==> src/rtl/core/bsks_pkg.sv <==
package bsks_pkg;

    localparam int STACK_DEPTH = 1024;
    localparam int ADDR_W      = $clog2(STACK_DEPTH);
    localparam int KEY_W       = 32;
    localparam int DATA_W      = 8;
    localparam int COUNT_W     = 11;
    localparam int POS_W       = 11;

    typedef enum logic [1:0] {
        FN_PUSH = 2'd0,
        FN_POP  = 2'd1,
        FN_FIND = 2'd2,
        FN_READ = 2'd3
    } func_t;

    typedef enum logic [2:0] {
        ST_OK        = 3'd0,
        ST_FULL      = 3'd1,
        ST_EMPTY     = 3'd2,
        ST_NOT_FOUND = 3'd3,
        ST_RANGE     = 3'd4
    } status_t;

    typedef struct packed {
        logic              en;
        logic              we;
        logic [ADDR_W-1:0] addr;
        logic [KEY_W-1:0]  key;
        logic [DATA_W-1:0] data;
    } mem_req_t;

    typedef struct packed {
        logic [KEY_W-1:0]  key;
        logic [DATA_W-1:0] data;
    } mem_rsp_t;

endpackage

==> src/rtl/core/bsks_if.sv <==
interface bsks_in_if;
    logic                              valid;
    logic                              ready;
    bsks_pkg::func_t                   func;
    logic [bsks_pkg::KEY_W-1:0]        key_in;
    logic [bsks_pkg::DATA_W-1:0]       data_in;
    logic [bsks_pkg::POS_W-1:0]        position;

    modport source (output valid, output func, output key_in, output data_in,
                    output position, input ready);
    modport sink   (input valid, input func, input key_in, input data_in,
                    input position, output ready);
endinterface

interface bsks_out_if;
    logic                              valid;
    logic                              ready;
    bsks_pkg::status_t                 status;
    logic [bsks_pkg::KEY_W-1:0]        key_out;
    logic [bsks_pkg::DATA_W-1:0]       data_out;
    logic [bsks_pkg::COUNT_W-1:0]      count;

    modport source (output valid, output status, output key_out, output data_out,
                    output count, input ready);
    modport sink   (input valid, input status, input key_out, input data_out,
                    input count, output ready);
endinterface

==> src/rtl/core/bsks_ctrl.sv <==
module bsks_ctrl (
    input  logic               clk,
    input  logic               rst_n,
    bsks_in_if.sink            in_ch,
    bsks_out_if.source         out_ch,
    output bsks_pkg::mem_req_t req,
    input  bsks_pkg::mem_rsp_t rsp
);
    import bsks_pkg::*;

    typedef enum logic [3:0] {
        S_IDLE = 4'b0001,
        S_WAIT = 4'b0010,
        S_SCAN = 4'b0100,
        S_DONE = 4'b1000
    } state_t;

    state_t             state_reg, state_next;
    logic [COUNT_W-1:0] count_reg, count_next;
    logic [COUNT_W-1:0] scan_idx_reg, scan_idx_next;
    logic [COUNT_W-1:0] cmp_idx_reg, cmp_idx_next;
    logic               cmp_valid_reg, cmp_valid_next;
    logic [KEY_W-1:0]   find_key_reg, find_key_next;
    status_t            res_status_reg, res_status_next;
    logic [KEY_W-1:0]   res_key_reg, res_key_next;
    logic [DATA_W-1:0]  res_data_reg, res_data_next;
    logic               out_valid_reg, out_valid_next;
    status_t            out_status_reg;
    logic [KEY_W-1:0]   out_key_reg;
    logic [DATA_W-1:0]  out_data_reg;
    logic [COUNT_W-1:0] out_count_reg;

    logic               accept;
    logic               is_full;
    logic               is_empty;
    logic               pos_bad;
    logic               hit;
    logic               last;
    logic               issue;
    logic               out_load;
    logic [COUNT_W-1:0] count_dec;
    logic [POS_W-1:0]   pos_dec;

    assign in_ch.ready = (state_reg == S_IDLE);
    assign accept      = in_ch.valid && in_ch.ready;
    assign is_full     = (count_reg == COUNT_W'(STACK_DEPTH));
    assign is_empty    = (count_reg == '0);
    assign pos_bad     = (in_ch.position == '0) || (in_ch.position > POS_W'(count_reg));
    assign count_dec   = count_reg - COUNT_W'(1);
    assign pos_dec     = in_ch.position - POS_W'(1);
    assign hit         = cmp_valid_reg && (rsp.key == find_key_reg);
    assign last        = cmp_valid_reg && (cmp_idx_reg == count_dec);
    assign issue       = (state_reg == S_SCAN) && (scan_idx_reg < count_reg) && !hit;
    assign out_load    = (state_reg == S_DONE) && (!out_valid_reg || out_ch.ready);

    always_comb
    begin
        state_next      = state_reg;
        count_next      = count_reg;
        scan_idx_next   = scan_idx_reg;
        cmp_idx_next    = cmp_idx_reg;
        cmp_valid_next  = 1'b0;
        find_key_next   = find_key_reg;
        res_status_next = res_status_reg;
        res_key_next    = res_key_reg;
        res_data_next   = res_data_reg;
        req             = '0;

        unique case (state_reg)
            S_IDLE:
            begin
                if (accept)
                begin
                    res_status_next = ST_OK;
                    res_key_next    = '0;
                    res_data_next   = '0;
                    unique case (in_ch.func)
                        FN_PUSH:
                        begin
                            state_next = S_DONE;
                            if (is_full)
                                res_status_next = ST_FULL;
                            else
                            begin
                                req.en     = 1'b1;
                                req.we     = 1'b1;
                                req.addr   = count_reg[ADDR_W-1:0];
                                req.key    = in_ch.key_in;
                                req.data   = in_ch.data_in;
                                count_next = count_reg + COUNT_W'(1);
                            end
                        end
                        FN_POP:
                        begin
                            if (is_empty)
                            begin
                                res_status_next = ST_EMPTY;
                                state_next      = S_DONE;
                            end
                            else
                            begin
                                req.en     = 1'b1;
                                req.addr   = count_dec[ADDR_W-1:0];
                                count_next = count_dec;
                                state_next = S_WAIT;
                            end
                        end
                        FN_FIND:
                        begin
                            find_key_next = in_ch.key_in;
                            scan_idx_next = '0;
                            if (is_empty)
                            begin
                                res_status_next = ST_NOT_FOUND;
                                state_next      = S_DONE;
                            end
                            else
                                state_next = S_SCAN;
                        end
                        FN_READ:
                        begin
                            if (pos_bad)
                            begin
                                res_status_next = ST_RANGE;
                                state_next      = S_DONE;
                            end
                            else
                            begin
                                req.en     = 1'b1;
                                req.addr   = pos_dec[ADDR_W-1:0];
                                state_next = S_WAIT;
                            end
                        end
                        default:
                            state_next = S_IDLE;
                    endcase
                end
            end
            S_WAIT:
            begin
                res_key_next  = rsp.key;
                res_data_next = rsp.data;
                state_next    = S_DONE;
            end
            S_SCAN:
            begin
                if (issue)
                begin
                    req.en         = 1'b1;
                    req.addr       = scan_idx_reg[ADDR_W-1:0];
                    cmp_valid_next = 1'b1;
                    cmp_idx_next   = scan_idx_reg;
                    scan_idx_next  = scan_idx_reg + COUNT_W'(1);
                end
                if (hit)
                begin
                    res_key_next  = rsp.key;
                    res_data_next = rsp.data;
                    state_next    = S_DONE;
                end
                else if (last)
                begin
                    res_status_next = ST_NOT_FOUND;
                    state_next      = S_DONE;
                end
            end
            S_DONE:
            begin
                if (out_load)
                    state_next = S_IDLE;
            end
            default:
                state_next = S_IDLE;
        endcase
    end

    always_comb
    begin
        out_valid_next = out_valid_reg;
        if (out_load)
            out_valid_next = 1'b1;
        else if (out_ch.ready)
            out_valid_next = 1'b0;
    end

    always_ff @(posedge clk or negedge rst_n)
    begin
        if (!rst_n)
        begin
            state_reg     <= S_IDLE;
            count_reg     <= '0;
            cmp_valid_reg <= 1'b0;
            out_valid_reg <= 1'b0;
        end
        else
        begin
            state_reg     <= state_next;
            count_reg     <= count_next;
            cmp_valid_reg <= cmp_valid_next;
            out_valid_reg <= out_valid_next;
        end
    end

    always_ff @(posedge clk)
    begin
        scan_idx_reg   <= scan_idx_next;
        cmp_idx_reg    <= cmp_idx_next;
        find_key_reg   <= find_key_next;
        res_status_reg <= res_status_next;
        res_key_reg    <= res_key_next;
        res_data_reg   <= res_data_next;
        if (out_load)
        begin
            out_status_reg <= res_status_reg;
            out_key_reg    <= res_key_reg;
            out_data_reg   <= res_data_reg;
            out_count_reg  <= count_reg;
        end
    end

    assign out_ch.valid    = out_valid_reg;
    assign out_ch.status   = out_status_reg;
    assign out_ch.key_out  = out_key_reg;
    assign out_ch.data_out = out_data_reg;
    assign out_ch.count    = out_count_reg;

`ifndef SYNTHESIS
    a_count_bound: assert property (@(posedge clk) disable iff (!rst_n)
        count_reg <= COUNT_W'(STACK_DEPTH))
        else $error("fill count above stack depth");

    a_push_grows: assert property (@(posedge clk) disable iff (!rst_n)
        (accept && in_ch.func == FN_PUSH && !is_full)
        |=> count_reg == $past(count_reg) + COUNT_W'(1))
        else $error("push did not grow the stack");

    a_write_on_push: assert property (@(posedge clk) disable iff (!rst_n)
        (req.en && req.we) |-> (accept && in_ch.func == FN_PUSH))
        else $error("cell write outside a push");

    a_no_cell_on_fail: assert property (@(posedge clk) disable iff (!rst_n)
        (out_ch.valid && out_ch.status != ST_OK) |-> (out_ch.key_out == '0))
        else $error("failed item returned a key");
`endif

endmodule

==> src/flat_wrapper.sv <==
// flat-port wrapper written by rule: the top's interface ports become plain ports
module bsks_ctrl_flat import bsks_pkg::*;
  (clk, rst_n, req, rsp, in_ch_valid, in_ch_func, in_ch_key_in, in_ch_data_in, in_ch_position, in_ch_ready, out_ch_valid, out_ch_status, out_ch_key_out, out_ch_data_out, out_ch_count, out_ch_ready);
  bsks_in_if in_ch_i ();
  bsks_out_if out_ch_i ();
  input  logic clk;
  input  logic rst_n;
  output bsks_pkg::mem_req_t req;
  input  bsks_pkg::mem_rsp_t rsp;
  input wire logic [$bits(in_ch_i.valid)-1:0] in_ch_valid;
  input wire logic [$bits(in_ch_i.func)-1:0] in_ch_func;
  input wire logic [$bits(in_ch_i.key_in)-1:0] in_ch_key_in;
  input wire logic [$bits(in_ch_i.data_in)-1:0] in_ch_data_in;
  input wire logic [$bits(in_ch_i.position)-1:0] in_ch_position;
  output wire logic [$bits(in_ch_i.ready)-1:0] in_ch_ready;
  output wire logic [$bits(out_ch_i.valid)-1:0] out_ch_valid;
  output wire logic [$bits(out_ch_i.status)-1:0] out_ch_status;
  output wire logic [$bits(out_ch_i.key_out)-1:0] out_ch_key_out;
  output wire logic [$bits(out_ch_i.data_out)-1:0] out_ch_data_out;
  output wire logic [$bits(out_ch_i.count)-1:0] out_ch_count;
  input wire logic [$bits(out_ch_i.ready)-1:0] out_ch_ready;
  assign in_ch_i.valid = in_ch_valid;
  assign in_ch_i.func = in_ch_func;
  assign in_ch_i.key_in = in_ch_key_in;
  assign in_ch_i.data_in = in_ch_data_in;
  assign in_ch_i.position = in_ch_position;
  assign in_ch_ready = in_ch_i.ready;
  assign out_ch_valid = out_ch_i.valid;
  assign out_ch_status = out_ch_i.status;
  assign out_ch_key_out = out_ch_i.key_out;
  assign out_ch_data_out = out_ch_i.data_out;
  assign out_ch_count = out_ch_i.count;
  assign out_ch_i.ready = out_ch_ready;
  bsks_ctrl u_core (.clk(clk), .rst_n(rst_n), .in_ch(in_ch_i), .out_ch(out_ch_i), .req(req), .rsp(rsp));
endmodule
==> config.mk <==
export PLATFORM = sky130hd
export DESIGN_NAME = bsks_ctrl_flat
export DESIGN_NICKNAME = d
export VERILOG_FILES = /design/src/rtl/core/bsks_pkg.sv /design/src/rtl/core/bsks_if.sv /design/src/rtl/core/bsks_ctrl.sv /design/src/flat_wrapper.sv
export SDC_FILE = /design/constraint.sdc
export NUM_CORES = 1
export LEC_CHECK = 0
export ABC_AREA = 1
export BUFFER_PORTS_ARGS = -buffer_cell sky130_fd_sc_hd__buf_4
export CORE_ASPECT_RATIO = 0.8
export CORE_MARGIN = 2
export CORE_UTILIZATION = 50
export CTS_BUF_LIST = sky130_fd_sc_hd__clkbuf_4
export DETAILED_ROUTE_END_ITERATION = 7
export GPL_TIMING_DRIVEN = 0
export PLACE_DENSITY = 0.78
export SLEW_MARGIN = 10
export SYNTH_ARGS = -nofsm -noshare
export SYNTH_HDL_FRONTEND = slang
export SYNTH_SLANG_ARGS = --single-unit
==> constraint.sdc <==
create_clock -name clk -period 3.6 [get_ports clk]
set_clock_uncertainty 0.1 [all_clocks]
set_input_delay 0.72 -clock clk [delete_from_list [all_inputs] [get_ports clk]]
set_output_delay 0.72 -clock clk [all_outputs]
set_load 0.1 [all_outputs]
==> results.json <==
{
  "die-height_um": 121.3,
  "drtIter0Drc": 714,
  "ctsLongestPathBuffers": 2,
  "worstPathCellList": "buf_6 > clkinvlp_4 > ha_4 > nand4_1 > nor2_2 > nand4_1 > nand2_2 > nand3_4 > buf_6 > o21ai_2 > o21ai_1 > nand2_2 > buf_12",
  "yosysUniqueCellTypes": 43,
  "setup_violations": 11,
  "drt_pass1_iterations": 6,
  "clk_pin_slew_worst_paths_ns": 0.16,
  "syn_to_final_growth_pct": 42.38,
  "grtUsageMet2_pct": 40.17,
  "routed-via-count": 7434,
  "die_w_um": 150.6,
  "ys_warn_count": 0,
  "ir_drop_v": 0.0003696,
  "period_share_pct": 102.1,
  "ys_ff_latch": 168,
  "pre_cts_ws_ns": -0.007105,
  "fillers": 1155,
  "total_power_mw": 8.149,
  "synth_edf_count": 151,
  "finalWeightedCongestion": 0.9195,
  "grt_pass1_vias": 6792,
  "cts.sinks": 168,
  "htree_levels": 4,
  "antenna_found_initial": 1,
  "io_buffers": 204,
  "coreArea_mm2": 0.01671,
  "initial_utilization_pct": 51.43,
  "hold_path.class": "primary input to flip-flop",
  "end_kind": "primary output",
  "placedCellCount": 1345,
  "synthFlopType": "edfxtp_1",
  "synth_cells": 916,
  "avgRoutedWirePerCell_um": 18.22,
  "fin_ws_ns": -0.07676,
  "grt_start_max_net_pins": 33,
  "grt_first_pass_wirelength_um": 37590,
  "use_met3_pct": 5.902,
  "syn-cell-area_mm2": 0.008594,
  "p_per_area_mw_per_mm2": 665.9,
  "syn_nets": 1038,
  "final_cell_area_mm2": 0.01224,
  "vias_per_cell": 5.291,
  "crit_path_top_delay_cell": "dfrtp_1",
  "async_flop_share_pct": 10.12,
  "grt_setup_unrepaired": "yes",
  "cts_buffers": 17,
  "io_pins": 205,
  "seq_area_mm2": 0.004971,
  "dieArea_mm2": 0.01826,
  "final_nets": 1293,
  "clk-insertion-delay-late_ns": 0.57,
  "dp_hpwl_um": 19000,
  "drtAntennaViolNets": 0,
  "placed_cell_area_mm2": 0.01084,
  "critPathMaxStageDelay_ns": 0.39,
  "worst_setup_path_start_kind": "flip-flop",
  "maxSlewHeadroom_pct": 60.16,
  "path_max_fanout": 5,
  "top_usage_layer": "met1",
  "root_buffer": "clkbuf_4",
  "grt_overflow": 0,
  "power.leakage_nw": 5.316,
  "violations": "setup timing",
  "tritoncts": "done",
  "track_usage_pct": 27.88,
  "worstPathRequired_ns": 2.78,
  "syn_area_per_cell_um2": 9.383,
  "drv_slew": 0,
  "status": "complete, but fails checks",
  "arrival_ns": 2.86,
  "final-hold-violation-count": 0,
  "routed_wirelength_um": 25600,
  "drv_cap": 0,
  "path_delay_family": "simple AND/OR/NAND/NOR gates",
  "max_freq_mhz": 272.0,
  "final_cells": 1405,
  "multi_input_area_mm2": 0.003451,
  "path_class": "flip-flop to primary output",
  "worstMarginPinSlew_ns": 0.5962,
  "row_count": 42,
  "worstPathBufferInverterCount": 4,
  "ys_seq_area_share_pct": 57.72,
  "drc": 0,
  "r2r_setup_slack_ns": 0.86,
  "grt_use_met1_pct": 43.25,
  "layout-drive-gt1-share_pct": 33.95,
  "min_period_ns": 3.677
}
## synth_stat cells, types with 3 or more instances
library cell	n	area (um^2)
xnor2_1	8	70.07
dfrtp_1	16	400.4
buf_6	3	33.78
or2_2	5	31.28
nand3b_1	7	52.55
buf_2	5	25.02
o211ai_1	4	30.03
nand4_1	14	87.58
nor3_1	14	70.07
o22ai_1	6	37.54
nor2_1	163	611.8
nand3_1	44	220.2
edfxtp_1	151	4534
o21ai_0	32	160.2
nand2_2	4	25.02
nor2_2	4	25.02
inv_1	151	566.8
clkbuf_1	7	26.28
nor3b_1	8	60.06
a21oi_1	25	125.1
o21ai_1	8	40.04
nand2_1	160	600.6
inv_2	8	30.03
ha_1	25	312.8
xor2_1	17	148.9
## path summary, 6_finish.rpt
check	from	endpoint	cells past startpoint
hold reg to reg	u_core.res_key_reg[6]	u_core.out_ch.key_out[6]	0
setup / recovery	u_core.count_reg[4]	req[44]	13
max in group asynchronous	rst_n	u_core.state_reg[0]	2
min in group asynchronous	rst_n	u_core.count_reg[6]	2
setup reg to reg	u_core.count_reg[0]	u_core.res_status_reg[2]	12
hold / removal	in_ch_key_in[4]	u_core.find_key_reg[4]	1
## per-layer routing
layer	vias to the layer above	wire length, um
li1	3521	-
met1	3444	11300
met2	429	11160
met3	40	2639
met4	0	503
met5	-	0
## power by group
| group | internal, mW | leakage (nW) | switching (mW) | total, mW |
|---|---|---|---|---|
| Combinational | 1.16 | 3.54 | 2.74 | 3.90 |
| Sequential | 2.85 | 1.61 | 0.242 | 3.09 |
| Clock | 0.394 | 0.165 | 0.764 | 1.16 |
| Total | 4.40 | 5.32 | 3.75 | 8.15 |
## cell type report
class                           instances  share of cell area [%]
Multi-Input combinational cell        572                   28.20
Tap cell                              220                   2.249
Inverter                              160                   5.123
Antenna cell                            1                 0.02045
Buffer                                 16                   1.329
Timing Repair Buffer                  236                   19.75
Clock buffer                           17                   1.043
Clock inverter                         15                   1.656
Sequential cell                       168                   40.62
## kinds of logic after synthesis
| family | Yosys count | synth area share (%) |
|---|---|---|
| fa+ha+maj | 25 | 3.640 |
| xor+xnor | 25 | 2.548 |
| buf+inv | 176 | 8.065 |
| compound gates | 89 | 5.940 |
| flops | 168 | 57.72 |
| simple gates | 433 | 22.08 |
## timing repair
item | 4_1_cts | 5_1_grt
gates cloned | 1 | 4
hold buffers | 1 | 0
hold endpoints to repair | 16 | 0
setup endpoints to repair | 52 | 51
setup buffers | 13 | 8
resized for setup | 144 | 78
pin swaps | 6 | 18
## per-stage QoR
step           hold WS, ns  utilization (%)  setup TNS, ns
2_1_floorplan       0.3003                -         -16.03
3_3_place_gp        0.3002            64.13         -2.516
3_5_place_dp        0.3045            64.89       -0.01313
4_1_cts             0.1931            70.54        -0.3838
5_1_grt             0.1782            73.23         -2.784
6_report            0.2242            73.23        -0.4654
## cell usage in the layout (no fill, tap or decap), drive strengths merged, types with 3 or more instances in the layout
cell type / netlist / final
nand4: 14 / 14
clkinv: 1 / 9
nand3: 46 / 46
dfrtp: 16 / 16
o211ai: 4 / 4
nor2: 169 / 169
a22oi: 3 / 3
a21oi: 25 / 25
o22ai: 6 / 6
nor3: 16 / 16
ha: 25 / 25
edfxtp: 151 / 151
nand3b: 8 / 8
clkinvlp: 0 / 7
o21ai: 40 / 40
nand2: 164 / 164
buf: 9 / 241
or2: 6 / 6
clkbuf: 7 / 27
xnor2: 8 / 8
xor2: 17 / 17
inv: 159 / 158
nor3b: 8 / 8
Power figures use the tool's default switching activity.
